$ cat src/hdl/u8d_pkg.sv
// shared types and constants of the utf-8 stream decoder
`timescale 1ns / 1ps
package u8d_pkg;

   localparam int BYTE_W   = 8;
   localparam int CODE_W   = 21;
   localparam int SRC_W    = 3;
   localparam int DEPTH    = 3;
   localparam int REP_W    = 3;
   localparam int TAIL_W   = 2;

   localparam logic [CODE_W-1:0] REPL_CODE    = 21'h00FFFD;
   localparam logic [CODE_W-1:0] MIN_TWO      = 21'h000080;
   localparam logic [CODE_W-1:0] MIN_THREE    = 21'h000800;
   localparam logic [CODE_W-1:0] MIN_FOUR     = 21'h010000;
   localparam logic [CODE_W-1:0] MAX_CODE     = 21'h10FFFF;
   localparam logic [CODE_W-1:0] SURR_LO      = 21'h00D800;
   localparam logic [CODE_W-1:0] SURR_HI      = 21'h00DFFF;
   localparam logic [CODE_W-1:0] PLANE_OFFSET = 21'h010000;
   localparam logic [5:0]        HIGH_PREFIX  = 6'b110110;
   localparam logic [5:0]        LOW_PREFIX   = 6'b110111;

   // one result entry
   typedef struct packed {
      logic [CODE_W-1:0] code;
      logic              rep;
      logic [SRC_W-1:0]  src;
   } u8d_entry_type;

   // decoder state: pending byte count, sequence length, pending bytes
   typedef struct packed {
      logic [1:0]                    count;
      logic [2:0]                    exp_len;
      logic [DEPTH-1:0][BYTE_W-1:0]  store;
   } u8d_state_type;

   // results of one byte: rep_cnt replacements, then up to two tail entries
   typedef struct packed {
      logic [REP_W-1:0]  rep_cnt;
      logic [TAIL_W-1:0] tail_cnt;
      u8d_entry_type     tail0;
      u8d_entry_type     tail1;
   } u8d_burst_type;

endpackage

$ cat src/hdl/utf8_stream_decoder.sv
// top level of the utf-8 stream decoder with replacement
`timescale 1ns / 1ps
//
//   channel  | direction | transfer when           | payload
//   ---------+-----------+-------------------------+-----------------------------------
//   req_     | in        | req_tvalid & req_tready | tdata: in_byte; tlast: in_last
//   rsp_     | out       | rsp_tvalid & rsp_tready | tdata: code_value, source_bytes;
//            |           |                         | tuser: is_replacement; tlast: run_end
//   csr_     | in        | csr_wen                 | wdata: utf16_mode
//
// one byte per cycle while rsp_tready is high and each byte gives at most one
// result; a byte that gives more results holds the output stage until its last
// result transfers, limited by the single result port
// a byte passes the input register, then the result stage, before its first result
// synchronous active-high reset clears pending count and length, mode and both stages
// the input register holds one byte while a result waits on a stalled rsp side,
// then req_tready stays low until the last result of the burst transfers
module utf8_stream_decoder (
   input  logic        clock,
   input  logic        reset,
   // configuration
   input  logic        csr_wen,
   input  logic        csr_wdata,
   // byte stream in
   input  logic        req_tvalid,
   output logic        req_tready,
   input  logic [7:0]  req_tdata,    // [7:0] in_byte
   input  logic        req_tlast,
   // result stream out
   output logic        rsp_tvalid,
   input  logic        rsp_tready,
   output logic [23:0] rsp_tdata,    // [20:0] code_value, [23:21] source_bytes
   output logic        rsp_tuser,    // [0] is_replacement
   output logic        rsp_tlast
);
   import u8d_pkg::*;

   // mode register
   logic mode_ff;

   // input register stage
   logic       in_valid_ff, in_valid_in;
   logic [7:0] in_byte_ff;
   logic       in_last_ff;

   // decoder state
   u8d_state_type state_ff, state_in;

   // result stage: remaining replacements and tail entries
   logic [REP_W-1:0]  rep_left_ff, rep_left_in;
   logic [TAIL_W-1:0] tail_left_ff, tail_left_in;
   u8d_entry_type     tail0_ff, tail0_in;
   u8d_entry_type     tail1_ff, tail1_in;

   u8d_burst_type burst;
   logic [3:0]    remaining;
   logic          out_xfer, out_final, advance;

   u8d_decode u_decode (
      .in_byte    (in_byte_ff),
      .in_last    (in_last_ff),
      .utf16_mode (mode_ff),
      .state_cur  (state_ff),
      .state_nxt  (state_in),
      .burst      (burst)
   );

   assign remaining = {1'b0, rep_left_ff} + {2'b00, tail_left_ff};
   assign out_xfer  = rsp_tvalid && rsp_tready;
   assign out_final = (remaining == 4'd1);

   // the buffered byte moves on once the result stage is empty or drains now
   assign advance     = in_valid_ff && ((remaining == 4'd0) || (out_xfer && out_final));
   assign req_tready  = !in_valid_ff || advance;
   assign in_valid_in = (req_tvalid && req_tready) || (in_valid_ff && !advance);

   // output: replacements first, then tail entries
   assign rsp_tvalid = (remaining != 4'd0);
   assign rsp_tlast  = out_final;
   always_comb begin
      if (rep_left_ff != '0) begin
         rsp_tdata = {3'd1, REPL_CODE};
         rsp_tuser = 1'b1;
      end else begin
         rsp_tdata = {tail0_ff.src, tail0_ff.code};
         rsp_tuser = tail0_ff.rep;
      end
   end

   always_comb begin
      rep_left_in  = rep_left_ff;
      tail_left_in = tail_left_ff;
      tail0_in     = tail0_ff;
      tail1_in     = tail1_ff;
      if (advance) begin
         rep_left_in  = burst.rep_cnt;
         tail_left_in = burst.tail_cnt;
         tail0_in     = burst.tail0;
         tail1_in     = burst.tail1;
      end else if (out_xfer) begin
         if (rep_left_ff != '0) begin
            rep_left_in = rep_left_ff - 3'd1;
         end else begin
            // low surrogate half moves up behind the high half
            tail_left_in = tail_left_ff - 2'd1;
            tail0_in     = tail1_ff;
         end
      end
   end

   // pending bytes are not cleared by reset, only count and length
   always_ff @(posedge clock) begin
      if (reset) begin
         mode_ff       <= 1'b0;
         in_valid_ff   <= 1'b0;
         state_ff.count   <= 2'd0;
         state_ff.exp_len <= 3'd0;
         rep_left_ff   <= '0;
         tail_left_ff  <= '0;
      end else begin
         if (csr_wen) begin
            mode_ff <= csr_wdata;
         end
         in_valid_ff <= in_valid_in;
         if (advance) begin
            state_ff <= state_in;
         end
         rep_left_ff  <= rep_left_in;
         tail_left_ff <= tail_left_in;
      end
   end

   // payload registers, no reset
   always_ff @(posedge clock) begin
      if (req_tvalid && req_tready) begin
         in_byte_ff <= req_tdata;
         in_last_ff <= req_tlast;
      end
      tail0_ff <= tail0_in;
      tail1_ff <= tail1_in;
   end

   // pending byte count stays below the sequence length and is zero when idle
   a_pending_bounds: assert property (@(posedge clock) disable iff (reset)
      (state_ff.count == 2'd0) == (state_ff.exp_len == 3'd0) &&
      ((state_ff.count == 2'd0) || ({1'b0, state_ff.count} < state_ff.exp_len)))
      else $error("pending count out of step with sequence length");

   // no byte gives more than four results
   a_burst_size: assert property (@(posedge clock) disable iff (reset)
      remaining <= 4'd4)
      else $error("result burst larger than four");

   // a replacement always stands for one byte with the replacement code
   a_repl_form: assert property (@(posedge clock) disable iff (reset)
      rsp_tvalid && rsp_tuser |-> rsp_tdata == {3'd1, REPL_CODE})
      else $error("malformed replacement result");

   // the input register never loads while its byte is blocked behind results
   a_hold_input: assert property (@(posedge clock) disable iff (reset)
      in_valid_ff && !advance |=> in_valid_ff && $stable(in_byte_ff))
      else $error("buffered byte lost before decode");

endmodule

$ cat src/hdl/u8d_decode.sv
// combinational decode of one byte against the pending sequence state
`timescale 1ns / 1ps
module u8d_decode (
   input  logic [7:0]             in_byte,
   input  logic                   in_last,
   input  logic                   utf16_mode,
   input  u8d_pkg::u8d_state_type state_cur,
   output u8d_pkg::u8d_state_type state_nxt,
   output u8d_pkg::u8d_burst_type burst
);
   import u8d_pkg::*;

   function automatic logic [2:0] lead_len(input logic [7:0] b);
      priority if (b[7] == 1'b0)       lead_len = 3'd1;
      else if (b[7:5] == 3'b110)       lead_len = 3'd2;
      else if (b[7:4] == 4'b1110)      lead_len = 3'd3;
      else if (b[7:3] == 5'b11110)     lead_len = 3'd4;
      else                             lead_len = 3'd0;
   endfunction

   logic [CODE_W-1:0] cp2, cp3, cp4, cp, plane;
   logic              bad2, bad3, bad4, bad;
   logic [REP_W-1:0]  seq_len;
   logic              is_cont;
   logic [2:0]        new_len;

   assign is_cont = (in_byte[7:6] == 2'b10);
   assign new_len = lead_len(in_byte);

   assign cp2 = {10'd0, state_cur.store[0][4:0], in_byte[5:0]};
   assign cp3 = {5'd0, state_cur.store[0][3:0], state_cur.store[1][5:0], in_byte[5:0]};
   assign cp4 = {state_cur.store[0][2:0], state_cur.store[1][5:0],
                 state_cur.store[2][5:0], in_byte[5:0]};

   assign bad2 = (cp2 < MIN_TWO);
   assign bad3 = (cp3 < MIN_THREE) || ((cp3 >= SURR_LO) && (cp3 <= SURR_HI));
   assign bad4 = (cp4 < MIN_FOUR) || (cp4 > MAX_CODE);

   always_comb begin
      unique case (state_cur.exp_len)
         3'd2: begin
            cp      = cp2;
            bad     = bad2;
            seq_len = 3'd2;
         end
         3'd3: begin
            cp      = cp3;
            bad     = bad3;
            seq_len = 3'd3;
         end
         default: begin
            cp      = cp4;
            bad     = bad4;
            seq_len = 3'd4;
         end
      endcase
   end

   assign plane = cp - PLANE_OFFSET;

   always_comb begin
      logic as_lead;
      as_lead   = 1'b1;
      state_nxt = state_cur;
      burst     = '0;

      if (state_cur.count != 2'd0) begin
         if (is_cont) begin
            as_lead = 1'b0;
            if (({1'b0, state_cur.count} + 3'd1) >= state_cur.exp_len) begin
               // sequence complete
               state_nxt.count   = 2'd0;
               state_nxt.exp_len = 3'd0;
               if (bad) begin
                  burst.rep_cnt = seq_len;
               end else if (utf16_mode && (cp[20:16] != 5'd0)) begin
                  burst.tail_cnt    = 2'd2;
                  burst.tail0.code  = {5'd0, HIGH_PREFIX, plane[19:10]};
                  burst.tail0.rep   = 1'b0;
                  burst.tail0.src   = seq_len;
                  burst.tail1.code  = {5'd0, LOW_PREFIX, plane[9:0]};
                  burst.tail1.rep   = 1'b0;
                  burst.tail1.src   = 3'd0;
               end else begin
                  burst.tail_cnt    = 2'd1;
                  burst.tail0.code  = cp;
                  burst.tail0.rep   = 1'b0;
                  burst.tail0.src   = seq_len;
               end
            end else begin
               state_nxt.store[state_cur.count] = in_byte;
               state_nxt.count = state_cur.count + 2'd1;
               if (in_last) begin
                  // truncated at end of string
                  burst.rep_cnt     = {1'b0, state_cur.count} + 3'd1;
                  state_nxt.count   = 2'd0;
                  state_nxt.exp_len = 3'd0;
               end
            end
         end else begin
            // broken sequence: one replacement per pending byte
            burst.rep_cnt     = {1'b0, state_cur.count};
            state_nxt.count   = 2'd0;
            state_nxt.exp_len = 3'd0;
         end
      end

      if (as_lead) begin
         if (new_len == 3'd1) begin
            burst.tail_cnt   = 2'd1;
            burst.tail0.code = {13'd0, in_byte};
            burst.tail0.rep  = 1'b0;
            burst.tail0.src  = 3'd1;
         end else if ((new_len == 3'd0) || in_last) begin
            burst.tail_cnt   = 2'd1;
            burst.tail0.code = REPL_CODE;
            burst.tail0.rep  = 1'b1;
            burst.tail0.src  = 3'd1;
         end else begin
            state_nxt.store[0] = in_byte;
            state_nxt.count    = 2'd1;
            state_nxt.exp_len  = new_len;
         end
      end
   end

endmodule

$ cat config.mk
export PLATFORM = sky130hd
export DESIGN_NAME = utf8_stream_decoder
export DESIGN_NICKNAME = d
export VERILOG_FILES = /design/src/hdl/u8d_pkg.sv /design/src/hdl/utf8_stream_decoder.sv /design/src/hdl/u8d_decode.sv
export SDC_FILE = /design/constraint.sdc
export NUM_CORES = 1
export LEC_CHECK = 0
export ABC_AREA = 1
export BUFFER_PORTS_ARGS = -buffer_cell sky130_fd_sc_hd__buf_2
export CAP_MARGIN = 10
export CORE_AREA = 2 2 74 129
export CTS_BUF_LIST = sky130_fd_sc_hd__clkbuf_16
export CTS_CLUSTER_DIAMETER = 120
export CTS_CLUSTER_SIZE = 24
export DETAILED_ROUTE_END_ITERATION = 8
export DIE_AREA = 0 0 76 131
export PLACE_DENSITY = 0.77
export SLEW_MARGIN = 20
export SYNTH_ARGS = -nofsm -noshare
export SYNTH_HDL_FRONTEND = slang
export SYNTH_HIERARCHICAL = 1
export SYNTH_SLANG_ARGS = --single-unit
$ cat constraint.sdc
create_clock -name clock -period 3.9 [get_ports clock]
set_clock_uncertainty 0.1 [all_clocks]
set_input_delay 0.39 -clock clock [delete_from_list [all_inputs] [get_ports clock]]
set_output_delay 0.39 -clock clock [all_outputs]
set_load 0.03 [all_outputs]
**After elaboration in Yosys (flattened, before gate mapping)**

Cells that the tools add are included.
W data, S select, Z words.

- Flip-flop bits (word level): 95
- Input port bits: 15
- Output and inout port bits: 28
- Word-level logic and storage cells: 125

- Add/sub/neg operators: 6
- Magnitude comparators: 9
- Eq/ne operators: 9
- Multiplexer cells: 48
- Bitwise operators: 5
- Reductions and logical operators: 30

Operators with widths:

| operator | number |
|---|---|
| $mux W52 | 3 |
| $mux W27 | 4 |
| $mux W25 | 3 |
| $mux W24 | 3 |
| $mux W55 | 1 |
| $pmux W21 S2 | 1 |
| $mux W3 | 11 |
| $mux W8 | 4 |
| $mux W5 | 6 |
| $mux W29 | 1 |
| $bwmux W24 | 1 |
| $gt A21 B21 Y1 const B | 1 |
| $lt A21 B17 Y1 const B | 1 |
| $mux W20 | 1 |
| $sub A20 B17 Y20 const B | 1 |
| $demux W8 S2 | 1 |
| $ge A16 B16 Y1 const B | 1 |
| $le A16 B16 Y1 const B | 1 |
| $lt A16 B12 Y1 const B | 1 |
| $lt A11 B8 Y1 const B | 1 |
| $logic_and A1 B1 Y1 | 8 |
| $eq A3 B2 Y1 const B | 2 |
| $logic_or A1 B1 Y1 | 6 |
| $mux W2 | 3 |
| 30 further kinds | 41 |

**Logic depth before layout (Yosys ltp)**

Gate-level depths: netlist (run 1).

- Depth in word-level cells: 13
- Depth in mapped cells: 16
- Mapped depth without buffers: 15

**Modules after synthesis**

Netlist (run 1), hierarchy kept.

By module, submodules not included:

| module | times used | cells each | area an instance (um^2) | seq. area each (um^2) |
|---|---|---|---|---|
| utf8_stream_decoder | 1 | 310 | 3714.8 | 2732.6 |
| u8d_decode | 1 | 307 | 1586.5 | 0.0 |

**Least setup slack after synthesis (run 1)**

No wires, ideal clock.

- Path type: flip-flop to flip-flop
- From: reg tail_left_ff[0]
- To: reg state_ff[0] in the netlist's numbering (enable)
- Setup time: 0.405 ns
- Arrival time: 2.699 ns
- Data required time: 3.395 ns
- Setup slack: 0.696 ns
- Cell stages (with the launch flop): 10
- Buffers on the path: 2
- Clock period less this slack: 3.204 ns
- Path through: dfxtp_1 -> ha_1 -> inv_1 -> fa_1 -> inv_1 -> nor2_4 -> nand4_4 -> buf_6 -> buf_2 -> nor2_1

- Cells in the longest elaborated chain, start to end: 7
- Elaborated cells between the ends (all ways): 9
- Those cells by class: 1 x add/sub; 1 x eq/ne; 7 x reduce/logical

Ends and longest elaborated chain:

| what | line | RTL |
|---|---|---|
| start: declaration | utf8_stream_decoder.sv:51 | `logic [TAIL_W-1:0] tail_left_ff, tail_left_in;` |
| start signal: assignment | utf8_stream_decoder.sv:129 | `tail_left_ff <= tail_left_in;` |
| $add A3 B2 Y4 * | utf8_stream_decoder.sv:68 | `assign remaining = {1'b0, rep_left_ff} + {2'b00, tail_left_ff};` |
| $reduce_bool A4 Y1 | utf8_stream_decoder.sv:78 | `assign rsp_tvalid = (remaining != 4'd0);` |
| $logic_and A1 B1 Y1 | utf8_stream_decoder.sv:69 | `assign out_xfer = rsp_tvalid && rsp_tready;` |
| $logic_and A1 B1 Y1 | utf8_stream_decoder.sv:73 | `assign advance = in_valid_ff && ((remaining == 4'd0) \|\| (out_xfer && out_final));` |
| $logic_or A1 B1 Y1 * | utf8_stream_decoder.sv:73 |  |
| $logic_and A1 B1 Y1 * | utf8_stream_decoder.sv:73 |  |
| $reduce_and A2 Y1 (no line) * | n/a |  |
| end signal: assignment | utf8_stream_decoder.sv:126 | `state_ff <= state_in;` |
| end: declaration | utf8_stream_decoder.sv:47 | `u8d_state_type state_ff, state_in;` |

Mark *: on every way between the ends. The rest lies on a longest branch, timed or not.
A chain may end at the register's enable or synchronous reset.

**Final worst setup path (run 1)**

- From: reg tail_left_ff[0]
- To: reg rep_left_ff[2]

- Cells in the longest elaborated chain, start to end: 8
- Elaborated cells between the ends (all ways): 12
- Those cells by class: 1 x add/sub; 1 x eq/ne; 1 x mux; 9 x reduce/logical

Ends and longest elaborated chain:

| what | line | RTL |
|---|---|---|
| $add A3 B2 Y4 * | utf8_stream_decoder.sv:68 |  |
| $reduce_bool A4 Y1 | utf8_stream_decoder.sv:78 |  |
| $logic_and A1 B1 Y1 | utf8_stream_decoder.sv:69 |  |
| $logic_and A1 B1 Y1 | utf8_stream_decoder.sv:73 |  |
| $logic_or A1 B1 Y1 | utf8_stream_decoder.sv:73 |  |
| $logic_and A1 B1 Y1 | utf8_stream_decoder.sv:73 |  |
| $reduce_bool A2 Y1 (no line) | n/a |  |
| $reduce_and A2 Y1 (no line) | n/a |  |
| end signal: assignment | utf8_stream_decoder.sv:128 | `rep_left_ff <= rep_left_in;` |
| end: declaration | utf8_stream_decoder.sv:50 | `logic [REP_W-1:0] rep_left_ff, rep_left_in;` |

Marked as above.

==> flow_summary.yaml, run 1 <==
routing:
  ant_nets: 0
  avgViaCountPerCell: 5.260
  finalWirelength_um: 10440
  vias: 3971
  drcViolationCount: 0
  drt_pass1_iterations: 5
  drt-initial-drc-count: 312
  wl_per_cell_um: 13.83
final_layout:
  multi_input_area_um2: 2064
  final_cell_count_no_fill: 755
  layout-drive-gt1-share_pct: 17.01
  seqCellArea_um2: 2522
  filler_cell_count: 754
  fin_nets: 658
  n_antenna_cell: 0
  areaGrowthSynthToFinish_pct: 9.443
  finish.utilization_pct: 61.77
clock_network:
  cts_tree: "built"
  clk_latency_ns: 0.34
  cts_sinks: 88
  clk_path_buf_depth: 2
  cts_setup_buffers: 0
  clk_pin_slew_ns: 0.06
  clockRootBuffer: "clkbuf_16"
  cts_htree_levels: 3
  cts-resized-gates: 0
  cts_buffers: 9
  cts_hold_buf: 0
timing:
  whs_ns: 0.1245
  finalSetupViolCount: 0
  fmax_mhz: 363.7
  slew_violations: 0
  min_period_ns: 2.750
  min_period_over_period_pct: 70.51
  worst_slew_pin_slew_ns: 0.8324
  finalHoldViolations: 0
  max-slew-margin-rel_pct: 44.51
  rsz0062_at_grt: "no"
  tns_ns: 0
floorplanning:
  dieArea_um2: 9956
  core-area_um2: 8921
  die_h_um: 131
  fp.dieW_um: 76
  rows: 46
  io_pins: 43
  start_util_pct: 56.44
worst_setup_path:
  endpoint_kind: "register"
  crit_required_ns: 4.08
  crit_fanout: 42
  worstSetupStartpointType: "register"
  critPathKind: "register to register"
  cp.arrival_ns: 2.93
placed_design:
  portBuffers: 42
  place_inst: 739
  gp_congestion: 1.023
  dp_hpwl_um: 7741
job:
  maxCapViolCount: 0
synth:
  yosysWarningCount: 6
  synth_area_um2: 5035
  synth_area_per_cell_um2: 8.419
  syn_inst: 598
power_and_ir_drop:
  comb_power_share_pct: 45.5
  vdd_drop_max_mv: 0.3867
  power_density_nw_per_um2: 756.1
  p_leak_nw: 2.563
  pwr-share-clk_pct: 18.3
  p_sw_mw: 1.778
  internal_power_mw: 2.389
  swShare_pct: 42.67
  seq_power_share_pct: 36.2
global_route:
  grt_first_pass_wirelength_um: 17120
  grt_overflow: 0
  busiest_layer: "met2"
  grt_pass1_vias: 3682
  grt_use_total_pct: 22.00
  grt_max_degree: 43
  grt_use_met3_pct: 3.503
  use_met1_pct: 23.57
  grt.met2_usage_pct: 40.18
  antenna_found_initial: 0
hold_path:
  hold_class: "input port to register"
run_status:
  status: "complete, no violations"
[layer usage]
layer | vias to the layer above | routed length [um]
met4 | 0 | 631
met5 | - | 0
met2 | 157 | 5211
met3 | 52 | 509
li1 | 1978 | -
met1 | 1784 | 4090
[metrics by stage]
stage | cell area [um^2] | power [mW] | setup slack, ns
final | 5510 | 4.167 | 1.150
after global routing | 5510 | 4.452 | 0.9533
after CTS | 5510 | 4.181 | 1.153
after detailed placement | 5246 | 3.424 | 1.167
after global placement | 5246 | 3.388 | 1.209
after floorplan | 5069 | 2.977 | 0.9994
[layout make-up]
class                      instances  area share [%]
multi-input combinational        420           37.47
clock buffer                       9           4.087
inverter                          64           4.519
tap                              120           2.725
sequential                        88           45.78
timing repair buffer              47           4.723
clock inverter                     7          0.7039
[worst paths after layout]
path	from	endpoint	slack (ns)	cells past startpoint
setup / recovery	tail_left_ff[0]$_SDFFE_PP0P_	rep_left_ff[2]$_SDFFE_PP0P_	1.15	12
hold / removal	req_tdata[1]	in_byte_ff[1]$_DFFE_PP_	0.12	1
setup reg to reg	tail_left_ff[0]$_SDFFE_PP0P_	rep_left_ff[2]$_SDFFE_PP0P_	1.15	12
hold reg to reg	tail1_ff[6]$_DFFE_PP_	tail0_ff[6]$_DFFE_PP_	0.41	2
[power by group through the flow]
stage	sequential, mW	clock [mW]	combinational, mW
after floorplan	1.49	0	1.48
after global placement	1.52	0	1.87
after detailed placement	1.53	0	1.90
after CTS	1.51	0.771	1.90
after global routing	1.54	0.808	2.11
final	1.51	0.761	1.90
[worst max-delay path, stage by stage (launching register included)]
cell	delay, ns
dfxtp_1	0.39
ha_1	0.18
inv_1	0.05
fa_1	0.47
inv_1	0.06
nor2_4	0.16
nand4_4	0.28
inv_2	0.39
buf_12	0.26
nand2_1	0.09
nand2_1	0.06
nor2_1	0.04
nor2_1	0.12
[sequential cells by signal (all words and copies together) (netlist names)]
| signal | count |
|---|---|
| tail_left_ff | 2 |
| tail0_ff | 25 |
| mode_ff | 1 |
| in_byte_ff | 8 |
| in_valid_ff | 1 |
| tail1_ff | 25 |
| state_ff | 22 |
| rep_left_ff | 3 |
| in_last_ff | 1 |
[placed cells by master, fill, tap and decap left out, drive strengths merged, types with 10 or more instances in the layout]
cell	n
a21oi	13
buf	47
conb	10
dfxtp	12
edfxtp	76
ha	12
inv	64
nand2	212
nand3	37
nor2	51
o21ai	35
or2	21
(Power assumes the default switching activity.)
==> run 2: changes to the inputs <==
--- a/config.mk
+++ b/config.mk
@@ -5,16 +5,16 @@
 export SDC_FILE = /design/constraint.sdc
 export NUM_CORES = 1
 export LEC_CHECK = 0
-export ABC_AREA = 1
+export ABC_AREA = 0
 export BUFFER_PORTS_ARGS = -buffer_cell sky130_fd_sc_hd__buf_2
 export CAP_MARGIN = 10
-export CORE_AREA = 2 2 74 129
+export CORE_AREA = 2 2 79 137
 export CTS_BUF_LIST = sky130_fd_sc_hd__clkbuf_16
 export CTS_CLUSTER_DIAMETER = 120
 export CTS_CLUSTER_SIZE = 24
 export DETAILED_ROUTE_END_ITERATION = 8
-export DIE_AREA = 0 0 76 131
-export PLACE_DENSITY = 0.77
+export DIE_AREA = 0 0 81 139
+export PLACE_DENSITY = 0.74
 export SLEW_MARGIN = 20
 export SYNTH_ARGS = -nofsm -noshare
 export SYNTH_HDL_FRONTEND = slang
==> constraint.sdc (replaced) <==
create_clock -name clock -period 2.43 [get_ports clock]
set_clock_uncertainty 0.1 [all_clocks]
set_input_delay 0.243 -clock clock [delete_from_list [all_inputs] [get_ports clock]]
set_output_delay 0.243 -clock clock [all_outputs]
set_load 0.03 [all_outputs]
==> run 2 against run 1 <==
  * The flow now finishes with violations (negative setup slack)
  * Critical endpoint is now tail0_ff[8]$_DFFE_PP_
  * Synthesized cell count is 15% lower
  * Via count increased by 2.6%
  * Total power rose by 92%
  * First-iteration DRC count grew 4.2%
  * Clock power grew 84%
  * Utilization grew 2.7 points
==> flow_summary.yaml, run 2 <==
run_status:
  status: "finished, violations left"
  violations: "negative setup slack"
timing:
  finalSetupViolCount: 25
  min_period_ns: 2.492
  rsz0062_at_grt: "yes"
  slew_violations: 0
  max-slew-margin-rel_pct: 65.14
  min_period_over_period_pct: 102.6
  worst_slew_pin_slew_ns: 0.5174
  finalHoldViolations: 0
  fmax_mhz: 401.2
  worst_slack_ns: -0.06228
clock_network:
  clk_latency_ns: 0.35
  clk_path_buf_depth: 2
  cts_htree_levels: 3
  cts_buffers: 9
  cts_sinks: 88
  clockRootBuffer: "clkbuf_16"
  cts_tree: "built"
  clk_pin_slew_ns: 0.07
global_route:
  antenna_found_initial: 0
  grt_overflow: 0
  grt_pass1_vias: 4019
  grt_first_pass_wirelength_um: 19850
  grt_use_total_pct: 23.20
  grt_max_degree: 27
placed_design:
  place_area_um2: 5823
  dp_slack_ns: -0.04204
  portBuffers: 42
  place_inst: 692
  gp_congestion: 0.9071
  dp_hpwl_um: 8799
final_layout:
  finish.utilization_pct: 64.42
  layout-drive-gt1-share_pct: 34.71
  design_area_um2: 6556
  final_common_cell: "nand2_1"
  areaGrowthSynthToFinish_pct: 25.90
  reg.largest.list: "tail0_ff: 25 flops, tail1_ff: 25 flops, state_ff: 22 flops"
  n_antenna_cell: 0
  fin_nets: 628
  layout_common_cells: "nand2_1, edfxtp_1, buf_4"
  final_cell_count_no_fill: 732
floorplanning:
  dieArea_um2: 11260
  core-area_um2: 10180
  die_h_um: 139
  rows: 49
  io_pins: 43
  fp.dieW_um: 81
  start_util_pct: 51.17
routing:
  avgViaCountPerCell: 5.568
  drcViolationCount: 0
  drt-initial-drc-count: 325
  ant_nets: 0
  wl_per_cell_um: 17.66
  vias: 4076
  finalWirelength_um: 12920
  drt_pass1_iterations: 5
worst_setup_path:
  critPathKind: "register to register"
  reg2reg_slack_ns: -0.06
  cp.arrival_ns: 2.46
  crit_required_ns: 2.39
  rr_startpoint: "tail_left_ff[1]$_SDFFE_PP0P_"
  slowest_delay_ns: 0.44
  slowest_stage: "fa_2"
  worstSetupStartpointType: "register"
  path_cells: "inv_1, fa_2, a211o_1, or3_4, nand2_4, o21ai_4, clkinvlp_4, clkbuf_16"
  reg2reg_to: "tail0_ff[8]$_DFFE_PP_"
  endpoint_kind: "register"
  crit_fanout: 6
  rr_worst_depth: 8
hold_path:
  hp-start: "csr_wdata"
  hold-path-cell-count: 3
  worstHoldEndpoint: "mode_ff$_SDFFE_PP0P_"
  hold_class: "input port to register"
synth:
  synth_area_per_cell_um2: 10.25
  yosysWarningCount: 6
  syn_inst: 508
  synth_area_um2: 5207
power_and_ir_drop:
  vdd_drop_max_mv: 0.8261
  p_leak_nw: 2.599
  power_density_nw_per_um2: 1220
job:
  maxCapViolCount: 0
[run 2: through the flow]
step / setup TNS (ns) / hold slack [ns] / total power, mW
final: -1.311 / 0.03961 / 7.996
after global routing: -2.959 / 0.04289 / 8.409
after CTS: -1.215 / 0.03284 / 7.685
after detailed placement: -1.018 / 0.3218 / 6.154
after global placement: 0 / 0.3192 / 6.056
after floorplan: -2.200 / 0.2416 / 5.020
[run 2: report_power, final]
| group | switching [mW] | total, mW | internal [mW] |
|---|---|---|---|
| Clock | 0.600 | 1.40 | 0.798 |
| Sequential | 0.184 | 2.47 | 2.28 |
| Combinational | 2.54 | 4.13 | 1.59 |
| Total | 3.32 | 8.00 | 4.68 |
[run 2: layout make-up]
| class | instances | area [um^2] |
|---|---|---|
| timing repair buffer | 113 | 929.6 |
| clock inverter | 7 | 71.32 |
| sequential | 88 | 2530 |
| inverter | 19 | 77.57 |
| clock buffer | 9 | 225.2 |
| fill | 859 | 3621 |
| multi-input combinational | 369 | 2564 |
| tap | 127 | 158.9 |
[run 2: critical path, delay by kind of cell (launching register included)]
kind	cells	cell delay (ns)
AND/OR/NAND/NOR	2	0.48
buffers and inverters	3	0.45
adder cells (fa/ha/maj)	1	0.44
flip-flops	1	0.38
AO/OA/AOI/OAI	2	0.35
[run 2: how the worst max path moves through the flow]
stage | start | endpoint | slack (ns) | depth (start not counted)
floorplan | tail_left_ff[0]$_SDFFE_PP0P_ | state_ff[0]$_DFFE_PP_ | -0.06 | 8
global placement | state_ff[27]$_SDFFE_PP0P_ | state_ff[25]$_SDFFE_PP0P_ | 0.03 | 9
detailed placement | tail_left_ff[0]$_SDFFE_PP0P_ | tail0_ff[1]$_DFFE_PP_ | -0.04 | 9
CTS | tail_left_ff[0]$_SDFFE_PP0P_ | tail0_ff[6]$_DFFE_PP_ | -0.05 | 9
global route | tail_left_ff[0]$_SDFFE_PP0P_ | tail0_ff[22]$_DFFE_PP_ | -0.12 | 9
finish | tail_left_ff[1]$_SDFFE_PP0P_ | tail0_ff[8]$_DFFE_PP_ | -0.06 | 8
[run 2: layer usage]
| metal | routed length, um | part of all wire (%) | track usage, % |
|---|---|---|---|
| met1 | 4639 | 36 | 24.56 |
| met2 | 7155 | 55 | 42.80 |
| met3 | 564 | 4.4 | 4.688 |
| met4 | 565 | 4.4 | 9.902 |
| met5 | 0 | 0 | 0 |
[run 2: what timing repair did]
action	CTS	global route
resized for setup	8	22
hold endpoints to repair	9	0
pin swaps	1	10
hold buffers	9	0
gates cloned	1	6
setup buffers	0	8
endpoints found under the setup margin	32	75
==> run 3: changes to the inputs <==
--- a/config.mk
+++ b/config.mk
@@ -15,6 +15,7 @@
 export DETAILED_ROUTE_END_ITERATION = 8
 export DIE_AREA = 0 0 81 139
 export PLACE_DENSITY = 0.74
+export SKIP_CTS_REPAIR_TIMING = 1
 export SLEW_MARGIN = 20
 export SYNTH_ARGS = -nofsm -noshare
 export SYNTH_HDL_FRONTEND = slang
==> run 3 against run 2 <==
  * The run still ends with negative setup slack left
  * Fmax decreased by 0.46%
  * Critical path depth is 1 higher
  * Routed wire length shrank 1.4%
  * Via count is 0.49% lower
  * Flip-flop and latch count unchanged
  * Largest cell class unchanged
  * Utilization hardly changed
==> flow_summary.yaml, run 3 (synthesis gave the netlist of run 2 again) <==
run_status:
  status: "finished, violations left"
  violations: "negative setup slack"
global_route:
  grt_first_pass_wirelength_um: 19200
  grt_use_met3_pct: 4.232
  grt_use_total_pct: 22.38
  antenna_found_initial: 0
  use_met1_pct: 24.49
  grt.met2_usage_pct: 39.97
  grt_overflow: 0
  grt_max_degree: 52
  grt_pass1_vias: 3887
  busiest_layer: "met2"
routing:
  ant_nets: 0
  drt-initial-drc-count: 290
  drt_pass1_iterations: 5
  finalWirelength_um: 12740
  vias: 4056
  drcViolationCount: 0
  wl_per_cell_um: 17.48
  avgViaCountPerCell: 5.564
timing:
  finalSetupViolCount: 25
  finalHoldViolations: 0
  tns_ns: -1.628
  worst_slack_ns: -0.07380
  min_period_ns: 2.504
  min_period_over_period_pct: 103.0
  max-slew-margin-rel_pct: 64.89
  whs_ns: 0.04278
  fmax_mhz: 399.4
  worst_slew_pin_slew_ns: 0.5211
  rsz0062_at_grt: "yes"
  slew_violations: 0
power_and_ir_drop:
  seq_power_share_pct: 31.1
  vdd_drop_max_mv: 0.8532
  comb_power_share_pct: 51.5
  pwr-share-clk_pct: 17.5
  p_leak_nw: 2.594
  internal_power_mw: 4.640
  total_power_mw: 7.943
  swShare_pct: 41.59
  p_sw_mw: 3.303
  power_density_nw_per_um2: 1212
clock_network:
  cts_sinks: 88
  clk_latency_ns: 0.34
  clk_path_buf_depth: 2
  clk_pin_slew_ns: 0.06
  clockRootBuffer: "clkbuf_16"
  cts_tree: "built"
  cts_buffers: 9
  cts_htree_levels: 3
worst_setup_path:
  crit_fanout: 6
  worstSetupStartpointType: "register"
  endpoint_kind: "register"
  critPathKind: "register to register"
  rr_startpoint: "rep_left_ff[0]$_SDFFE_PP0P_"
  rr_worst_depth: 9
  reg2reg_to: "tail0_ff[4]$_DFFE_PP_"
  cp.arrival_ns: 2.47
  crit_required_ns: 2.39
  reg2reg_slack_ns: -0.07
final_layout:
  fin_nets: 625
  filler_cell_count: 842
  n_antenna_cell: 0
  layout_common_cells: "nand2_1, edfxtp_1, buf_4"
  seqCellArea_um2: 2530
  final_common_cell: "nand2_1"
  areaGrowthSynthToFinish_pct: 25.83
  reg.largest.list: "tail0_ff: 25 flops, tail1_ff: 25 flops, state_ff: 22 flops"
  multi_input_area_um2: 2595
  layout-drive-gt1-share_pct: 34.72
  finish.utilization_pct: 64.38
floorplanning:
  start_util_pct: 51.17
  core-area_um2: 10180
  rows: 49
  dieArea_um2: 11260
  io_pins: 43
  die_h_um: 139
  fp.dieW_um: 81
placed_design:
  dp_hpwl_um: 8799
  gp_congestion: 0.9071
  dp_slack_ns: -0.04204
  portBuffers: 42
job:
  maxCapViolCount: 0
hold_path:
  hp-start: "csr_wdata"
  hold-path-cell-count: 3
  hold_class: "input port to register"
  worstHoldEndpoint: "mode_ff$_SDFFE_PP0P_"
==> run 3: cell count changes in the layout (fill, tap and decap cells not counted), moves of 2 or more <==
cell | previous run | this run
buf_4 | 50 | 45
nor4b_2 | 3 | 1
o31ai_1 | 5 | 2
buf_6 | 5 | 7
nor4b_4 | 1 | 3
o31ai_2 | 2 | 5
==> run 3: worst max-delay path, stage by stage, from the launching register on <==
cell	delay, ns
dfxtp_2	0.35
ha_4	0.14
inv_2	0.04
fa_2	0.57
o211ai_4	0.10
or3_4	0.42
nand2_4	0.08
o21ai_4	0.08
clkinvlp_4	0.16
clkbuf_16	0.18
==> run 3: through the flow <==
stage / area (um^2) / instances
after floorplan: 5340 / 517
after global placement: 5823 / 692
after detailed placement: 5823 / 692
after CTS: 6120 / 708
after global routing: 6553 / 729
final: 6553 / 729
==> run 3: area by class of cell <==
class / instances / area share, %
Multi-Input combinational cell: 369 / 39.60
Sequential cell: 88 / 38.61
Timing Repair Buffer: 110 / 13.65
Clock buffer: 9 / 3.437
Tap cell: 127 / 2.425
Inverter: 19 / 1.184
Clock inverter: 7 / 1.088
==> run 3: how the worst max path moves through the flow <==
| stage | from | end | slack [ns] | cells after the start |
|---|---|---|---|---|
| after CTS | tail_left_ff[0]$_SDFFE_PP0P_ | req_tready | -0.13 | 8 |
| after floorplan | tail_left_ff[0]$_SDFFE_PP0P_ | state_ff[0]$_DFFE_PP_ | -0.06 | 8 |
| final | rep_left_ff[0]$_SDFFE_PP0P_ | tail0_ff[4]$_DFFE_PP_ | -0.07 | 9 |
| after global routing | rep_left_ff[0]$_SDFFE_PP0P_ | tail0_ff[9]$_DFFE_PP_ | -0.14 | 9 |
| after global placement | state_ff[27]$_SDFFE_PP0P_ | state_ff[25]$_SDFFE_PP0P_ | 0.03 | 9 |
| after detailed placement | tail_left_ff[0]$_SDFFE_PP0P_ | tail0_ff[1]$_DFFE_PP_ | -0.04 | 9 |
==> run 3: metal layers <==
| layer | part of all wire (%) | vias up | wire, um |
|---|---|---|---|
| li1 | - | 1932 | - |
| met1 | 36 | 1974 | 4641 |
| met2 | 55 | 112 | 7051 |
| met3 | 3.8 | 38 | 483 |
| met4 | 4.4 | 0 | 565 |
| met5 | 0 | - | 0 |
==> run 3: power by group through the flow <==
stage / clock [mW] / combinational, mW / sequential, mW
2_1_floorplan: 0 / 2.59 / 2.43
3_3_place_gp: 0 / 3.59 / 2.47
3_5_place_dp: 0 / 3.66 / 2.49
4_1_cts: 1.40 / 3.68 / 2.46
5_1_grt: 1.46 / 4.39 / 2.50
6_report: 1.39 / 4.09 / 2.47
